==> src/rtl/core/kvt_pkg.sv <==
// ----------------------------------------------------------------------------
// kvt_pkg
// Types and codes shared by the keyed value table and its sub-blocks.
// ----------------------------------------------------------------------------
package kvt_pkg;

  // Snapshot results per transaction are capped at this count.
  localparam int MaxResults = 32;

  typedef enum logic [1:0] {
    KindPut      = 2'd0,
    KindGet      = 2'd1,
    KindForget   = 2'd2,
    KindSnapshot = 2'd3
  } kvt_kind_e;

  typedef enum logic [1:0] {
    StatusOk    = 2'd0,
    StatusFull  = 2'd1,
    StatusMiss  = 2'd2,
    StatusEmpty = 2'd3
  } kvt_status_e;

  typedef struct packed {
    kvt_kind_e          kind;
    logic [63:0]        node_key;
    logic [15:0]        endpoint_key;
    logic [31:0]        cluster_key;
    logic [31:0]        attribute_key;
    logic signed [63:0] write_value;
    logic [31:0]        now_seconds;
  } kvt_in_t;

  typedef struct packed {
    kvt_status_e        status;
    logic signed [63:0] read_value;
    logic [63:0]        entry_node;
    logic [15:0]        entry_endpoint;
    logic [31:0]        entry_cluster;
    logic [31:0]        entry_attribute;
    logic [31:0]        entry_time;
    logic               last;
  } kvt_out_t;

  // One stored table entry.
  typedef struct packed {
    logic [63:0]        node;
    logic [15:0]        endpoint;
    logic [31:0]        cluster;
    logic [31:0]        attribute;
    logic signed [63:0] value;
    logic [31:0]        stamp;
  } kvt_entry_t;

  // Key compare result of the shared match unit.
  typedef struct packed {
    logic node_hit;
    logic full_hit;
  } kvt_match_t;

endpackage

==> src/rtl/core/kvt_cmp.sv <==
// ----------------------------------------------------------------------------
// kvt_cmp
// Shared key match unit: compares one stored entry against the request key.
// ----------------------------------------------------------------------------
module kvt_cmp (
  input  kvt_pkg::kvt_entry_t entry_i,
  input  kvt_pkg::kvt_in_t    req_i,
  output kvt_pkg::kvt_match_t match_o
);

  logic node_eq;
  logic rest_eq;

  assign node_eq = (entry_i.node == req_i.node_key);
  assign rest_eq = (entry_i.endpoint == req_i.endpoint_key) &&
                   (entry_i.cluster == req_i.cluster_key) &&
                   (entry_i.attribute == req_i.attribute_key);

  assign match_o.node_hit = node_eq;
  assign match_o.full_hit = node_eq && rest_eq;

endmodule

==> config.mk <==
export PLATFORM = sky130hd
export DESIGN_NAME = kvt_cmp
export DESIGN_NICKNAME = d
export VERILOG_FILES = /design/src/rtl/core/kvt_pkg.sv /design/src/rtl/core/kvt_cmp.sv
export SDC_FILE = /design/constraint.sdc
export NUM_CORES = 1
export LEC_CHECK = 0
export ABC_CLOCK_PERIOD_IN_PS = 910
export BUFFER_PORTS_ARGS = -buffer_cell sky130_fd_sc_hd__buf_4
export CAP_MARGIN = 15
export CORE_AREA = 2 2 188 190
export DETAILED_ROUTE_END_ITERATION = 6
export DIE_AREA = 0 0 190 192
export SYNTH_ARGS = -nofsm -noshare
export SYNTH_HDL_FRONTEND = slang
export SYNTH_SLANG_ARGS = --single-unit
==> constraint.sdc <==
create_clock -name vclk -period 0.91
set_input_delay 0 -clock vclk [all_inputs]
set_output_delay 0 -clock vclk [all_outputs]
set_load 0.01 [all_outputs]
### Yosys cells after proc, flatten, opt, wreduce, memory -nomap -nowiden

Cells that the tools add are included.

* equal/unequal tests: 4
* reduce and logical (&&, ||, !) cells: 3

Operator list (count)
* equality test 32 bit: 2
* equality test 64 bit: 1
* equality test 16 bit: 1
* logical AND 1 bit: 3

* bits in registers: 0
* bits of input ports: 482
* output and inout port bits: 2
* word-level logic and storage cells: 7

### Logic depth before layout (Yosys ltp)

Gate-level depths: netlist of the first run.

* depth after elaboration: 4
* depth in mapped cells: 5
* mapped depth without buffers: 5

### Least setup slack after synthesis of the first run

OpenSTA, ideal clock, no wires.

* path kind: input to output
* start point: in req_i[218] (netlist bit)
* end point: out match_o[0] (netlist bit)
* data arrival time: 1.070 ns
* required time: 0.910 ns
* setup slack: -0.160 ns
* stages on the path: 5
* path buffers: 0
* cell sequence: xor2_1 > nor4_1 > nand4_1 > nor4_2 > and4_1

RTL lines
* from (decl): line kvt_cmp.sv:7 `input kvt_pkg::kvt_in_t req_i,`
* to (decl): line kvt_cmp.sv:8 `output kvt_pkg::kvt_match_t match_o`

==> flow_summary_export.csv, run 1 <==
group,metric,value,unit
routing,vias,2610,
timing,fin_ws,-0.615,ns
critical_path,crit_arrival,1.53,ns
critical_path,cp_max_fo,2,
global_route,grt_pass1_wl,12600,µm
routing,drtIter0Drc,28,
pwr,swShare,33.3,%
routing,routed_wl,9250,µm
finish,area_delta_synth_final,183,%
synthesis,yosysWarnings,0,
worst_hold_path,min_path_type,"in -> out",
place,place_ws,-0.804,ns
global_route,grt_start_max_net_pins,3,
routing,highest_layer,"met4",
timing,fmax,656,MHz
pwr,p_leak,2.03,nW
cts,postCtsHoldBufs,0,
global_route,grtUsageTotal,4.46,%
pwr,ir_drop,0.139,mV
die,fp.dieW,190,µm
finish,final_net_count,976,
finish,regArea,0,µm²
routing,avgViaCountPerCell,2.76,
critical_path,path_cells,"buf_6 -> xor2_1 -> nor4_1 -> buf_4 -> nand4_1 -> nor4_2 -> buf_4 -> and4_1 -> buf_6",
place,dp_hpwl,8790,µm
timing,slew_headroom,78.4,%
timing,tns,-1.15,ns
die,die_area,36500,µm²
job,cap_violations,0,
pwr,comb_power_share,100.0,%
critical_path,cp_data_required_time,0.91,ns
run_status,violations,"negative setup slack",
timing,rsz0062_at_grt,"true",
pwr,p_int,1.14,mW
finish,clock_buffers,0,
finish,seq_cells,0,
routing,drc,0,
critical_path,crit_family,"simple AND/OR/NAND/NOR gates",
die,num_rows,68,
routing,m1WireLength,2380,µm
critical_path,slowest_stage,"nor4_1",
global_route,grt_overflow_total,0,
synthesis,seq_area_frac_synth,0,%
critical_path,crit_type,"in -> out",
synthesis,avgSynthCellArea,8.17,µm²
synthesis,postSynthNetCount,675,
routing,wl_per_cell,9.76,µm
run_status,outcome,"finished with violations",
global_route,grt_pass1_vias,2813,
die,start_util,4.60,%
critical_path,max_stage_delay,0.29,ns
finish,fill_cells,3920,
place,finalWeightedCongestion,0.819,
synthesis,netlist_area,1580,µm²
synthesis,syn_inst,193,
pwr,powerDensity,383,nW/µm²
finish,multi_input_area,1590,µm²
finish,layout_common_cells,"287 x buf_4, 112 x xor2_1, 32 x xnor2_1, 27 x nor4_1, 15 x nand4_1",
timing,worstMarginPinSlew,0.321,ns
synthesis,yosys.area.top_type,"xor2_1",
global_route,antenna_found_initial,1,
routing,dr_wl_met2,5170,µm
place,portBuffers,290,
timing,finalHoldViolations,0,
finish,drive_gt1_share,62.0,%
finish,final_common_cell,"buf_4",
timing,setup_viol,2,
critical_path,end_kind,"output port",
finish,antenna_cells,0,
pwr,seqPwrFrac,0,%
pwr,clkPwrFrac,0,%
routing,postRouteAntennaNets,0,
die,core,34300,µm²
timing,finalMaxSlewViolations,0,
pwr,p_switching,570,µW
routing,wl_met3,1310,µm
synthesis,synth_top_area_share,62.2,%
timing,min_period,1.53,ns
critical_path,path_buf_inv,4,
critical_path,startpoint_type,"input port",
routing,firstDrtPassIters,4,
die,pin_count,484,
timing,fin_crit_sh,168,%
synthesis,ys_types,8,
synthesis,yosys-top-cells-area,"xor2_1 62%, xnor2_1 18%, nor4_1 12%, nand4_1 6.0%, nor4_2 0.79%",
die,die_height,192,µm
cts,postCtsSetupBuffers,0,
layout make-up:
class,instances,share of cell area [%]
repair buffers,300,51.6
multi-input cells,192,35.7
well taps,455,12.8
logic make-up after synthesis:
group / Yosys count / share of synthesized area (%)
XOR/XNOR: 144 / 80.0
AND/OR/NAND/NOR: 48 / 19.5
buffers and inverters: 1 / 0.476
Yosys cell counts:
library cell / count
buf_4: 1
and4_1: 1
xnor2_1: 32
nor3_1: 1
nor4_2: 1
xor2_1: 112
nand4_1: 15
nor4_1: 30
repair_timing:
action | in CTS | in global routing
gates resized for setup | 8 | 9
setup endpoints to repair | 2 | 2
pin swaps | 7 | 10
cloned | 0 | 0
final timing paths:
check / startpoint / end / slack, ns / cells after the start
max: entry_i[221] / match_o[0] / -0.62 / 9
min: entry_i[152] / match_o[0] / 0.69 / 7
stage by stage:
stage	util, %	hold WS [ns]	power, mW	area (µm²)	std cells
CTS	12.9	0.721	1.72	4430	947
detailed placement	12.8	0.730	1.70	4390	947
global route	13.0	0.743	1.84	4460	947
finish	13.0	0.687	1.71	4460	947
floorplan	-	0.319	0.483	1580	193
global placement	12.8	0.722	1.68	4390	947
worst min-delay path, delay by kind of cell:
kind	cells	cell delay, ns
AND/OR/NAND/NOR	3	0.29
buffers and inverters	3	0.33
XOR/XNOR	1	0.06
power groups by stage:
stage | registers, mW | logic [mW] | clock network [mW]
after global placement | 0 | 1.68 | 0
final | 0 | 1.71 | 0
after floorplan | 0 | 0.483 | 0
after detailed placement | 0 | 1.70 | 0
after global routing | 0 | 1.84 | 0
after CTS | 0 | 1.72 | 0
routing by layer:
layer	vias up	GRT usage [%]
met4	0	1.37
met5	-	0
li1	1271	-
met2	252	10.8
met3	14	1.10
met1	1073	3.06
No activity file was read; power rests on OpenSTA's default activity.
==> run 2, diff against run 1 <==
--- a/config.mk
+++ b/config.mk
@@ -11,6 +11,8 @@
 export CORE_AREA = 2 2 188 190
 export DETAILED_ROUTE_END_ITERATION = 6
 export DIE_AREA = 0 0 190 192
+export GPL_ROUTABILITY_DRIVEN = 0
+export PLACE_DENSITY_LB_ADDON = 0.15
 export SYNTH_ARGS = -nofsm -noshare
 export SYNTH_HDL_FRONTEND = slang
 export SYNTH_SLANG_ARGS = --single-unit
==> constraint.sdc (replaced) <==
create_clock -name vclk -period 0.91
set_input_delay 0.091 -clock vclk [all_inputs]
set_output_delay 0.091 -clock vclk [all_outputs]
set_load 0.01 [all_outputs]
==> run 2 against run 1 <==
The run still ends with negative setup slack left; combinational power about the same; power rose by 1.5%; global-route usage grew 0.74 points; die area unchanged; via count is 2.6% lower; non-clock buffer count fell by 1; routed wire length increased by 14%; hold slack better by 0.057 ns; largest power group unchanged.
==> flow_summary_export.csv, run 2 (synthesis gave the netlist of run 1 again) <==
group,metric,value,unit
routing,avgViaCountPerCell,2.69,
global_route,grt_overflow_total,0,
global_route,antenna_found_initial,0,
finish,final_common_cell,"buf_4",
pwr,p_switching,584,µW
timing,rsz0062_at_grt,"true",
timing,slew_headroom,73.7,%
pwr,ir_drop,0.123,mV
critical_path,cp_max_fo,2,
finish,clock_buffers,0,
place,portBuffers,290,
worst_hold_path,min_to,"match_o[0]",
routing,wl_met3,1690,µm
finish,layout_common_cells,"287 x buf_4, 108 x xor2_1, 32 x xnor2_1, 22 x nor4_1, 15 x nand4_1",
routing,m1WireLength,3250,µm
pwr,clkPwrFrac,0,%
routing,drtIter0Drc,12,
finish,final_net_count,975,
timing,setup_viol,2,
finish,regArea,0,µm²
worst_hold_path,holdPathStages,6,
pwr,powerDensity,383,nW/µm²
critical_path,crit_type,"in -> out",
die,num_rows,68,
timing,whs,0.745,ns
routing,postRouteAntennaNets,0,
critical_path,path_buf_inv,4,
job,cap_violations,0,
critical_path,slowest_stage,"nor4_2",
timing,worstMarginPinSlew,0.391,ns
die,core,34300,µm²
die,start_util,4.60,%
finish,drive_gt1_share,63.5,%
critical_path,crit_family,"simple AND/OR/NAND/NOR gates",
pwr,power,1.74,mW
cts,postCtsSetupBuffers,0,
timing,finalHoldViolations,0,
worst_hold_path,min_path_type,"in -> out",
global_route,grt_start_max_net_pins,3,
pwr,comb_power_share,100.0,%
finish,antenna_cells,0,
timing,fin_ws,-0.817,ns
routing,wl_per_cell,11.2,µm
critical_path,cp_data_required_time,0.82,ns
die,pin_count,484,
pwr,p_int,1.15,mW
critical_path,max_stage_delay,0.29,ns
finish,seq_cells,0,
finish,fill_cells,3970,
timing,finalMaxSlewViolations,0,
die,die_area,36500,µm²
routing,highest_layer,"met3",
pwr,p_leak,2.04,nW
finish,multi_input_area,1680,µm²
global_route,grt_pass1_wl,14500,µm
global_route,grtUsageTotal,5.20,%
routing,dr_wl_met2,5630,µm
critical_path,path_cells,"buf_6 -> xor2_1 -> nor4_1 -> buf_4 -> nand4_1 -> nor4_2 -> buf_4 -> and4_1 -> buf_6",
global_route,grt_pass1_vias,2783,
routing,drc,0,
timing,min_period,1.73,ns
critical_path,startpoint_type,"input port",
finish,area_delta_synth_final,188,%
routing,vias,2542,
pwr,swShare,33.6,%
run_status,violations,"negative setup slack",
die,fp.dieW,190,µm
worst_hold_path,min_from,"entry_i[157]",
timing,fin_crit_sh,190,%
run_status,outcome,"finished with violations",
place,place_ws,-1.05,ns
critical_path,crit_arrival,1.64,ns
die,die_height,192,µm
pwr,seqPwrFrac,0,%
critical_path,end_kind,"output port",
timing,fmax,579,MHz
place,dp_hpwl,10100,µm
routing,firstDrtPassIters,3,
routing,routed_wl,10600,µm
## run 2: changes by cell type in the layout (fill, tap and decap cells not counted), sizes merged
cell	change
buf	-1
## run 2: power by group through the flow
stage                     clock network [mW]  registers [mW]  logic [mW]
after global routing                       0               0        1.90
after detailed placement                   0               0        1.69
after CTS                                  0               0        1.76
after floorplan                            0               0       0.483
after global placement                     0               0        1.70
final                                      0               0        1.74
## run 2: what timing repair did
action | 4_1_cts | 5_1_grt
gates resized for setup | 20 | 7
hold buffers | 0 | 0
pin swaps | 13 | 3
endpoints found under the setup margin | 2 | 2
## run 2: through the flow
step	TNS, ns	util [%]	cell area [µm²]	cells
floorplan	-0.579	-	1580	193
global placement	-1.96	12.8	4380	946
detailed placement	-2.03	12.8	4380	946
CTS	-1.69	13.1	4500	946
global route	-1.87	13.2	4540	946
finish	-1.53	13.2	4540	946
## run 2: worst max-delay path by stage
stage                  to         start  cells past startpoint  slack, ns
3_5_place_dp   match_o[0]    req_i[209]                      9      -1.05
5_1_grt        match_o[0]    req_i[238]                      9       -1.0
2_1_floorplan  match_o[0]    req_i[218]                      5      -0.34
6_report       match_o[0]    req_i[238]                      9      -0.82
3_3_place_gp   match_o[0]    req_i[199]                      9      -1.01
4_1_cts        match_o[0]  entry_i[230]                      8      -0.88
## run 2: final cells by class
cell class         instances  area share, %
repair buffers           299           50.5
well taps                455           12.5
multi-input cells        192           37.0
## run 2: layer usage
| layer | global-route usage, % | vias to the layer above |
|---|---|---|
| met2 | 11.2 | 225 |
| met5 | 0 | - |
| met1 | 4.65 | 1052 |
| met3 | 2.14 | 0 |
| li1 | - | 1265 |
| met4 | 0 | 0 |
==> run 3, diff against run 2 <==
--- a/config.mk
+++ b/config.mk
@@ -12,7 +12,7 @@
 export DETAILED_ROUTE_END_ITERATION = 6
 export DIE_AREA = 0 0 190 192
 export GPL_ROUTABILITY_DRIVEN = 0
-export PLACE_DENSITY_LB_ADDON = 0.15
+export PLACE_DENSITY = 0.3
 export SYNTH_ARGS = -nofsm -noshare
 export SYNTH_HDL_FRONTEND = slang
 export SYNTH_SLANG_ARGS = --single-unit
==> run 3 against run 2 <==
The flow still finishes with violations (negative setup slack); routed wire length is 4.3% lower; sequential share of layout area stayed put; largest cell class unchanged; sequential cell count stayed put; global-route usage is 0.33 points lower; combinational power hardly changed.
==> flow_summary_export.csv, run 3 (synthesis gave the netlist of run 1 again) <==
group,metric,value,unit
global_route,antenna_found_initial,0,
routing,routed_wl,10100,µm
run_status,outcome,"finished with violations",
die,num_rows,68,
job,cap_violations,0,
critical_path,slowest_stage,"nor4_4",
place,dp_hpwl,9650,µm
timing,slew_headroom,67.8,%
die,die_height,192,µm
finish,area_delta_synth_final,191,%
timing,fin_ws,-0.944,ns
critical_path,cp_data_required_time,0.82,ns
pwr,powerDensity,384,nW/µm²
timing,fmax,539,MHz
die,fp.dieW,190,µm
critical_path,crit_family,"simple AND/OR/NAND/NOR gates",
timing,whs,0.763,ns
global_route,grt_pass1_wl,13700,µm
routing,vias,2533,
routing,avgViaCountPerCell,2.66,
global_route,grt_start_max_net_pins,3,
critical_path,max_stage_delay,0.38,ns
finish,regArea,0,µm²
routing,drtIter0Drc,16,
die,die_area,36500,µm²
run_status,violations,"negative setup slack",
routing,postRouteAntennaNets,0,
global_route,grt_overflow_total,0,
critical_path,end_kind,"output port",
critical_path,crit_type,"in -> out",
timing,fin_crit_sh,204,%
place,placed_cells,953,
routing,drc,0,
timing,finalMaxSlewViolations,0,
pwr,ir_drop,0.131,mV
finish,seq_cells,0,
timing,setup_viol,2,
worst_hold_path,min_path_type,"in -> out",
routing,firstDrtPassIters,3,
critical_path,path_cells,"buf_4 -> xor2_2 -> nor4_2 -> buf_4 -> nand4_1 -> nor4_4 -> and4_4 -> buf_6",
finish,antenna_cells,0,
die,pin_count,484,
cts,postCtsHoldBufs,0,
place,portBuffers,290,
timing,min_period,1.85,ns
finish,layout_common_cells,"293 x buf_4, 108 x xor2_1, 32 x xnor2_1, 22 x nor4_1, 15 x nand4_1",
timing,finalHoldViolations,0,
critical_path,cp_max_fo,2,
timing,worstMarginPinSlew,0.478,ns
die,start_util,4.60,%
critical_path,startpoint_type,"input port",
pwr,power,1.76,mW
critical_path,crit_path_frequent_cell,"buf_4",
global_route,grtUsageTotal,4.88,%
critical_path,crit_arrival,1.76,ns
critical_path,path_buf_inv,3,
routing,wl_per_cell,10.6,µm
finish,finalNonFillerCells,952,
global_route,grt_pass1_vias,2630,
finish,clock_buffers,0,
finish,final_common_cell,"buf_4",
finish,final_net_count,981,
finish,drive_gt1_share,64.4,%
die,core,34300,µm²
pwr,p_leak,2.08,nW
timing,rsz0062_at_grt,"true",
-- run 3: cell count changes in the layout (fill, tap and decap cells not counted), sizes merged --
cell / delta
buf: +6
-- run 3: area by class of cell --
class / instances / area, µm²
well taps: 455 / 569
fillers: 3976 / 29700
multi-input cells: 192 / 1680
repair buffers: 305 / 2330
-- run 3: path summary, 6_finish.rpt --
path | from | endpoint | slack (ns) | cells past startpoint
worst max-delay path | entry_i[193] | match_o[0] | -0.94 | 8
worst min-delay path | entry_i[152] | match_o[0] | 0.76 | 6
-- run 3: power breakdown --
part,internal [mW],leakage (nW),switching (mW)
combinational,1.17,2.08,0.590
clock,0,0,0
sequential,0,0,0
-- run 3: metrics by stage --
step	setup WS (ns)	util [%]	area (µm²)	TNS, ns
final	-0.944	13.4	4590	-1.75
after global placement	-1.36	12.9	4440	-2.51
after detailed placement	-1.47	12.9	4440	-2.73
after floorplan	-0.342	-	1580	-0.579
after CTS	-1.08	13.2	4540	-2.00
after global routing	-1.11	13.4	4590	-2.07
-- run 3: repair_timing --
| item | 4_1_cts | 5_1_grt |
|---|---|---|
| endpoints found under the setup margin | 2 | 2 |
| gates resized for setup | 19 | 10 |
| setup buffers | 0 | 0 |
| pin swaps | 11 | 10 |
-- run 3: per-layer routing --
layer / track usage [%] / vias to the layer above / part of all wire [%] / routed length [µm]
li1: - / 1277 / - / -
met4: 0 / 0 / 0 / 0
met2: 10.4 / 199 / 54 / 5450
met3: 1.57 / 0 / 14 / 1400
met5: 0 / - / 0 / 0
met1: 4.72 / 1057 / 32 / 3260
